File: src/sv/wlss_pkg.sv
// ----------------------------------------------------------------------------
// wlss_pkg
// Types, constants and time helpers for the wake light schedule selector.
// ----------------------------------------------------------------------------
package wlss_pkg;

	typedef logic [10:0] hm_t;     // hour in 10:6, minute in 5:0

	typedef struct packed {
		logic       cmd;
		logic [4:0] now_hour;
		logic [5:0] now_minute;
	} in_word_t;

	typedef struct packed {
		logic [7:0] red;
		logic [7:0] green;
		logic [7:0] blue;
		logic [7:0] brightness;
		logic       nap_on;
	} out_word_t;

	typedef struct packed {
		logic flag;
		hm_t  begin_time;
		hm_t  wake_time;
		hm_t  end_time;
	} nap_state_t;

	typedef struct packed {
		logic [4:0]  wake_hour;
		logic [5:0]  wake_minute;
		logic [31:0] night_color;
		logic [31:0] wake_color;
	} cfg_t;

	typedef enum logic [1:0] {
		REG_WAKE_HOUR   = 2'd0,
		REG_WAKE_MINUTE = 2'd1,
		REG_NIGHT_COLOR = 2'd2,
		REG_WAKE_COLOR  = 2'd3
	} reg_idx_t;

	localparam logic        CMD_PRESS         = 1'b1;
	localparam logic [4:0]  WAKE_HOUR_RST     = 5'd7;
	localparam logic [5:0]  WAKE_MINUTE_RST   = 6'd0;
	localparam hm_t         NIGHT_START       = {5'd18, 6'd0};
	localparam logic [31:0] DEFAULT_NIGHT     = 32'h0105_000B;
	localparam logic [31:0] DEFAULT_WAKE      = 32'h0100_0C02;
	localparam logic [4:0]  WAKE_SPAN_H       = 5'd2;
	localparam logic [5:0]  WAKE_SPAN_M       = 6'd0;
	localparam logic [4:0]  NAP_WAKE_H        = 5'd2;
	localparam logic [5:0]  NAP_WAKE_M        = 6'd30;
	localparam logic [4:0]  NAP_END_H         = 5'd4;
	localparam logic [5:0]  NAP_END_M         = 6'd59;
	localparam logic [6:0]  MINUTES_PER_HOUR  = 7'd60;
	localparam logic [5:0]  HOURS_PER_DAY     = 6'd24;

	// Minute carry taken once, hour wrapped once (sum never reaches 48).
	function automatic hm_t add_hm(hm_t t, logic [4:0] h, logic [5:0] m);
		logic [6:0] mm;
		logic [5:0] hh;
		mm = {1'b0, t[5:0]} + {1'b0, m};
		hh = {1'b0, t[10:6]} + {1'b0, h};
		if (mm >= MINUTES_PER_HOUR) begin
			mm = mm - MINUTES_PER_HOUR;
			hh = hh + 6'd1;
		end
		if (hh >= HOURS_PER_DAY) begin
			hh = hh - HOURS_PER_DAY;
		end
		return {hh[4:0], mm[5:0]};
	endfunction

	// Inclusive window, wraps past midnight when s > e.
	function automatic logic in_window(hm_t s, hm_t c, hm_t e);
		logic r;
		if (c == s || c == e) begin
			r = 1'b1;
		end else if (s > e) begin
			r = !(c >= e && c <= s);
		end else begin
			r = (c >= s && c <= e);
		end
		return r;
	endfunction

endpackage

File: src/sv/wlss_select.sv
// ----------------------------------------------------------------------------
// wlss_select
// Nap update and color choice for one word against the current nap state.
// ----------------------------------------------------------------------------
module wlss_select (
	input  wlss_pkg::in_word_t   word,
	input  wlss_pkg::cfg_t       cfg,
	input  wlss_pkg::nap_state_t nap,
	output wlss_pkg::nap_state_t nap_next,
	output wlss_pkg::out_word_t  result
);
	import wlss_pkg::*;

	hm_t         now;
	hm_t         wake_start;
	hm_t         wake_end;
	logic [31:0] night;
	logic [31:0] wake;
	logic [31:0] led;
	nap_state_t  nap_mid;

	assign now        = {word.now_hour, word.now_minute};
	assign wake_start = {cfg.wake_hour, cfg.wake_minute};
	assign wake_end   = add_hm(wake_start, WAKE_SPAN_H, WAKE_SPAN_M);
	assign night      = (cfg.night_color != '0) ? cfg.night_color : DEFAULT_NIGHT;
	assign wake       = (cfg.wake_color != '0) ? cfg.wake_color : DEFAULT_WAKE;

	always_comb begin
		nap_mid = nap;
		if (word.cmd == CMD_PRESS) begin
			if (nap.flag) begin
				nap_mid.flag = 1'b0;
			end else begin
				nap_mid.flag       = 1'b1;
				nap_mid.begin_time = now;
				nap_mid.wake_time  = add_hm(now, NAP_WAKE_H, NAP_WAKE_M);
				nap_mid.end_time   = add_hm(now, NAP_END_H, NAP_END_M);
			end
		end
	end

	always_comb begin
		if (nap_mid.flag && in_window(nap_mid.wake_time, now, nap_mid.end_time)) begin
			led = wake;
		end else if (nap_mid.flag &&
				in_window(nap_mid.begin_time, now, nap_mid.wake_time)) begin
			led = night;
		end else if (in_window(wake_start, now, wake_end)) begin
			led = wake;
		end else if (in_window(NIGHT_START, now, wake_start)) begin
			led = night;
		end else begin
			led = '0;
		end
	end

	always_comb begin
		nap_next = nap_mid;
		if (nap_mid.flag && !in_window(nap_mid.begin_time, now, nap_mid.end_time)) begin
			nap_next.flag = 1'b0;
		end
	end

	assign result.red        = led[7:0];
	assign result.green      = led[15:8];
	assign result.blue       = led[23:16];
	assign result.brightness = led[31:24];
	assign result.nap_on     = nap_next.flag;

endmodule

File: src/sv/wake_light_schedule_selector_core.sv
// ----------------------------------------------------------------------------
// wake_light_schedule_selector_core
// Picks the LED color for each clock update or button press.
// ----------------------------------------------------------------------------
// Input channel in_valid/in_stall/in_word carries a command (update or press)
// and the current hour and minute. Output channel out_valid/out_stall/out_word
// returns one color word plus the nap flag for every input word.
// A word is held in the input register, is resolved there against the
// nap state and lands in the output register, which raises out_valid; one
// word per cycle is sustained while out_stall stays low.
// The output register and the input register each hold a word, so one word is
// still taken while a finished result waits; with both full, in_stall rises.
// Configuration is written through cfg_we/cfg_index/cfg_data while idle, a
// user rule the block does not enforce. Reset clears nap state and both
// valid flags, and loads wake time 07:00 and zero colors (built-in defaults).
// ----------------------------------------------------------------------------
module wake_light_schedule_selector_core (
	input  logic                clk,
	input  logic                arst_n,
	input  logic                in_valid,
	output logic                in_stall,
	input  wlss_pkg::in_word_t  in_word,
	output logic                out_valid,
	input  logic                out_stall,
	output wlss_pkg::out_word_t out_word,
	input  logic                cfg_we,
	input  logic [1:0]          cfg_index,
	input  logic [31:0]         cfg_data
);
	import wlss_pkg::*;

	cfg_t       cfg_q;
	nap_state_t nap_q;
	nap_state_t nap_next;
	in_word_t   word_s1;
	logic       valid_s1;
	out_word_t  result;
	logic       adv;
	logic       in_acc;

	assign adv      = valid_s1 && (!out_valid || !out_stall);
	assign in_stall = valid_s1 && !adv;
	assign in_acc   = in_valid && !in_stall;

	always_ff @(posedge clk or negedge arst_n) begin
		if (!arst_n) begin
			cfg_q.wake_hour   <= WAKE_HOUR_RST;
			cfg_q.wake_minute <= WAKE_MINUTE_RST;
			cfg_q.night_color <= '0;
			cfg_q.wake_color  <= '0;
		end else if (cfg_we) begin
			unique case (reg_idx_t'(cfg_index))
				REG_WAKE_HOUR:   cfg_q.wake_hour   <= cfg_data[4:0];
				REG_WAKE_MINUTE: cfg_q.wake_minute <= cfg_data[5:0];
				REG_NIGHT_COLOR: cfg_q.night_color <= cfg_data;
				REG_WAKE_COLOR:  cfg_q.wake_color  <= cfg_data;
				default: ;
			endcase
		end
	end

	always_ff @(posedge clk or negedge arst_n) begin
		if (!arst_n) begin
			valid_s1 <= 1'b0;
		end else if (in_acc) begin
			valid_s1 <= 1'b1;
		end else if (adv) begin
			valid_s1 <= 1'b0;
		end
	end

	always_ff @(posedge clk) begin
		if (in_acc) begin
			word_s1 <= in_word;
		end
	end

	wlss_select u_select (
		.word     (word_s1),
		.cfg      (cfg_q),
		.nap      (nap_q),
		.nap_next (nap_next),
		.result   (result)
	);

	always_ff @(posedge clk or negedge arst_n) begin
		if (!arst_n) begin
			nap_q <= '0;
		end else if (adv) begin
			nap_q <= nap_next;
		end
	end

	always_ff @(posedge clk or negedge arst_n) begin
		if (!arst_n) begin
			out_valid <= 1'b0;
		end else if (adv) begin
			out_valid <= 1'b1;
		end else if (!out_stall) begin
			out_valid <= 1'b0;
		end
	end

	always_ff @(posedge clk) begin
		if (adv) begin
			out_word <= result;
		end
	end

	a_nap_matches_state: assert property (@(posedge clk) disable iff (!arst_n)
		adv |=> out_valid && (out_word.nap_on == nap_q.flag))
		else $error("nap_on differs from nap state");

	a_press_starts_nap: assert property (@(posedge clk) disable iff (!arst_n)
		adv && (word_s1.cmd == CMD_PRESS) && !nap_q.flag |=> out_word.nap_on)
		else $error("press did not start nap");

	a_stall_only_when_full: assert property (@(posedge clk) disable iff (!arst_n)
		in_stall |-> valid_s1 && out_valid && out_stall)
		else $error("input stalled with room available");

endmodule
File: config.mk
export PLATFORM = sky130hd
export DESIGN_NAME = wake_light_schedule_selector_core
export DESIGN_NICKNAME = d
export VERILOG_FILES = /design/src/sv/wlss_pkg.sv /design/src/sv/wlss_select.sv /design/src/sv/wake_light_schedule_selector_core.sv
export SDC_FILE = /design/constraint.sdc
export NUM_CORES = 1
export LEC_CHECK = 0
export BUFFER_PORTS_ARGS = -buffer_cell sky130_fd_sc_hd__buf_2
export CAP_MARGIN = 10
export CORE_MARGIN = 10
export CORE_UTILIZATION = 35
export CTS_BUF_LIST = sky130_fd_sc_hd__clkbuf_16
export DETAILED_ROUTE_END_ITERATION = 8
export SLEW_MARGIN = 0
export SYNTH_ARGS = -nofsm -noshare
export SYNTH_HDL_FRONTEND = slang
export SYNTH_SLANG_ARGS = --single-unit
File: constraint.sdc
create_clock -name clk -period 5.49 [get_ports clk]
set_clock_uncertainty 0.1 [all_clocks]
set_input_delay 0.549 -clock clk [delete_from_list [all_inputs] [get_ports clk]]
set_output_delay 0.549 -clock clk [all_outputs]
set_load 0.05 [all_outputs]
==> run metrics <==
status=finished clean; via count=8042; Gate power share=49.5%; Final Cycle Share=95.4%; Final GP Congestion=0.906; hold_buf cts=0; largest cells by area after synthesis=dfrtp_1 26%, ha_1 14%, edfxtp_1 13%, mux2_2 8.0%, o21ai_0 3.2%; Iteration-0 DRC Markers=581; reg2reg path depth=24; largest net degree at the start of global routing=72; Max VDD drop=276 uV; Worst path depth=24; largest family of logic cells by synthesized area=compound AO/OA/AOI/OAI gates; # setup viols final=0; CP cell instances=buf_4 -> ha_1 -> a21oi_1 -> xor2_1 -> ha_1 -> nand3_1 -> o2111a_2 -> buf_4 -> xor2_1 -> nor2_1 -> a21oi_1 -> buf_4 -> ha_1 -> nor2_1 -> nor2_1 -> o41ai_1 -> o21ai_0 -> maj3_1 -> a21oi_2 -> a21oi_2 -> a211oi_2 -> buf_4 -> o21ba_2 -> a22o_1; area delta synth->final=17.2%; num ports=86; Max Clk Rate=191 MHz; Worst Setup End Kind=flop; Clock Latency Late Sink=0.43 ns; Slew HR=34.6%; GRT Total Usage=15.0%; count of pins over their slew limit=0; row count=62; post-synthesis mux area share=9.42%; share of cells above drive strength 1=25.3%; antenna cell count=0; Compound-Gate Fraction of Synth Area=16.1%; Top delay family on crit path=compound AO/OA/AOI/OAI gates; top_reg_cell synth=dfrtp_1; TritonCTS clock tree=built; root buffer cell=clkbuf_16; CTS Sinks=156; Seq pwr share=30.1%; Mapped Nets=1168; #FFs+latches synth=156; CP arrival=5.32 ns; HP Class=in -> async; worst path bufs/invs=4; final hold vios=0; min Tclk post-route=5.24 ns; Synth area leader=dfrtp_1; power density of the placed cells=496 nW/um^2; CTS clk-pin slew, worst paths=0.08 ns; global-route wire length before repair=44000 um; clock share of power=20.4%; Synth Area in Adders=14.2%; CTS Buffer Depth=2; DRT Wirelength=27800 um; Switching Fraction=43.8%; Core Util, Final=41.7%; initial core utilization=35.6%; Int Pwr=3.35 mW; Routed wire per std cell=18.4 um; most frequent CP cell=buf_4; drt first pass iters=5; slowest cell delay on critical path=0.43 ns; DRC=0; # H-tree levels=4; vias in the first global route=8173; Sw Pwr=2.62 mW; Post-DRT Antenna Nets=0; nets=1275; Post-synth EDFFs=45; die area=36600 um^2; Placement Cell Area=11300 um^2; PortBufs=85; syn_area_per_cell=10.2 um^2; fin area=12000 um^2; ys async rst share=71.2%; Synth warnings=0; antenna violations before repair=2; WS Path Type=reg -> reg; Max Cap Violations=0; Overflow after GRT=0; CP max-delay cell=edfxtp_1; simple-gate portion of the synthesized area=13.7%; core area=28900 um^2; startpoint types=flop; Pleak=5.30 nW; sequential share of the synthesized area=40.3%; post-synthesis cell area=10300 um^2; Max FO, Critical Path=16; pin slew with the least headroom to its limit=0.956 ns; unique cell type count in the Yosys netlist=75; Post-Syn Instances=1003; post-DP HPWL=20400 um; Die X=191 um; CTS buffer count=17; Worst EP required=5.57 ns; Via density=5.34; Die Ht=191 um; post-synth top area share=26.3%; Synth Area in XOR/XNOR=2.82%
[worst reg2reg max path, cell delays in order, from the launching register on]
cell and delay (ns):
edfxtp_1 0.43, buf_4 0.22, ha_1 0.19, a21oi_1 0.20, xor2_1 0.11, ha_1 0.23, nand3_1 0.08, o2111a_2 0.31
buf_4 0.18, xor2_1 0.29, nor2_1 0.07, a21oi_1 0.16, buf_4 0.17, ha_1 0.24, nor2_1 0.09, nor2_1 0.05
o41ai_1 0.06, o21ai_0 0.13, maj3_1 0.38, a21oi_2 0.25, a21oi_2 0.09, a211oi_2 0.23, buf_4 0.18, o21ba_2 0.31
a22o_1 0.24
[cell families (layout without fill, tap and decap cells)]
kind of cell | Yosys count | count (layout)
buf+inv | 85 | 204
flops | 156 | 156
mux | 87 | 87
fa+ha+maj | 117 | 117
compound gates | 242 | 243
xor+xnor | 33 | 33
simple gates | 283 | 283
[placed cells by master (no fill, tap or decap), types with 39 or more instances in the layout]
cell type,instances
ha_1,113
dfrtp_1,108
buf_2,84
nand2_1,83
mux2_2,73
o21ai_0,65
nor2_1,51
a21oi_1,50
edfxtp_1,45
inv_1,44
buf_4,39
[routing by layer]
| metal | up-vias | wire, um | GRT usage, % |
|---|---|---|---|
| met4 | 2 | 663 | 4.84 |
| met3 | 41 | 1120 | 2.53 |
| li1 | 3942 | - | - |
| met1 | 3903 | 12700 | 19.7 |
| met5 | - | 13 | 0 |
| met2 | 154 | 13200 | 24.6 |
[repair_timing]
item	in CTS	in global routing
resized for setup	0	21
setup buffers	0	5
setup endpoints to repair	0	32
[path summary, 6_finish.rpt]
path / slack [ns] / start / end
max in group asynchronous: 3.90 / arst_n / nap_q[13]$_DFFE_PN0P_
min in group clk: 0.19 / in_word[3] / word_s1[3]$_DFFE_PP_
min reg2reg: 0.39 / nap_q[7]$_DFFE_PN0P_ / nap_q[7]$_DFFE_PN0P_
min: 0.02 / arst_n / nap_q[18]$_DFFE_PN0P_
max reg2reg: 0.25 / word_s1[2]$_DFFE_PP_ / out_word[3]$_DFFE_PP_
max: 0.25 / word_s1[2]$_DFFE_PP_ / out_word[3]$_DFFE_PP_
[layout make-up]
type	instances	area [um^2]
Clock buffer	17	425
Clock inverter	15	188
Fill cell	2832	16800
Inverter	47	176
Multi-Input combinational cell	763	5870
Sequential cell	156	4130
Tap cell	384	480
Timing Repair Buffer	125	753
[state kept, by name, indices dropped and copies added, names as in the netlist]
name       count
cfg_q         75
nap_q         34
out_word      33
word_s1       12
out_valid      1
valid_s1       1
[power groups by stage]
stage          Sequential (mW)  Clock (mW)  Combinational, mW
3_5_place_dp              1.81           0               2.84
6_report                  1.80        1.22               2.95
2_1_floorplan             2.12           0               1.75
4_1_cts                   1.80        1.24               2.85
5_1_grt                   1.84        1.29               3.24
3_3_place_gp              1.81           0               2.80
[Yosys cell counts, types with 3 or more instances]
library cell	number
ha_1	114
dfrtp_1	108
nand2_1	84
mux2_2	73
o21ai_0	65
a21oi_1	59
nor2_1	51
edfxtp_1	45
inv_1	45
a22o_1	32
nand3_1	26
nand4_1	25
nor4_1	22
clkbuf_1	19
xnor2_1	19
nor3_1	17
o21a_1	14
or2_2	14
xor2_1	14
a21o_1	13
mux2i_1	13
nor2b_1	11
buf_2	9
nand2b_1	7
o31ai_1	7
a31oi_1	6
buf_1	6
a211oi_1	5
and2_1	5
o211ai_1	5
buf_6	4
a2111oi_0	3
a211o_1	3
a21boi_0	3
and3_1	3
dfstp_2	3
maj3_1	3
o22ai_1	3
[stage by stage]
step | TNS [ns] | hold slack [ns] | cells | total power, mW | worst slack (ns)
after detailed placement | 0 | 0.372 | 1469 | 4.65 | 0.0805
after floorplan | 0 | 0.153 | 1003 | 3.87 | 0.252
after global routing | -0.325 | 0.0450 | 1507 | 6.37 | -0.0282
final | 0 | 0.0165 | 1507 | 5.97 | 0.254
after global placement | 0 | 0.363 | 1469 | 4.61 | 0.190
after CTS | 0 | 0.0319 | 1501 | 5.88 | 0.0799
(Power assumes the default switching activity.)
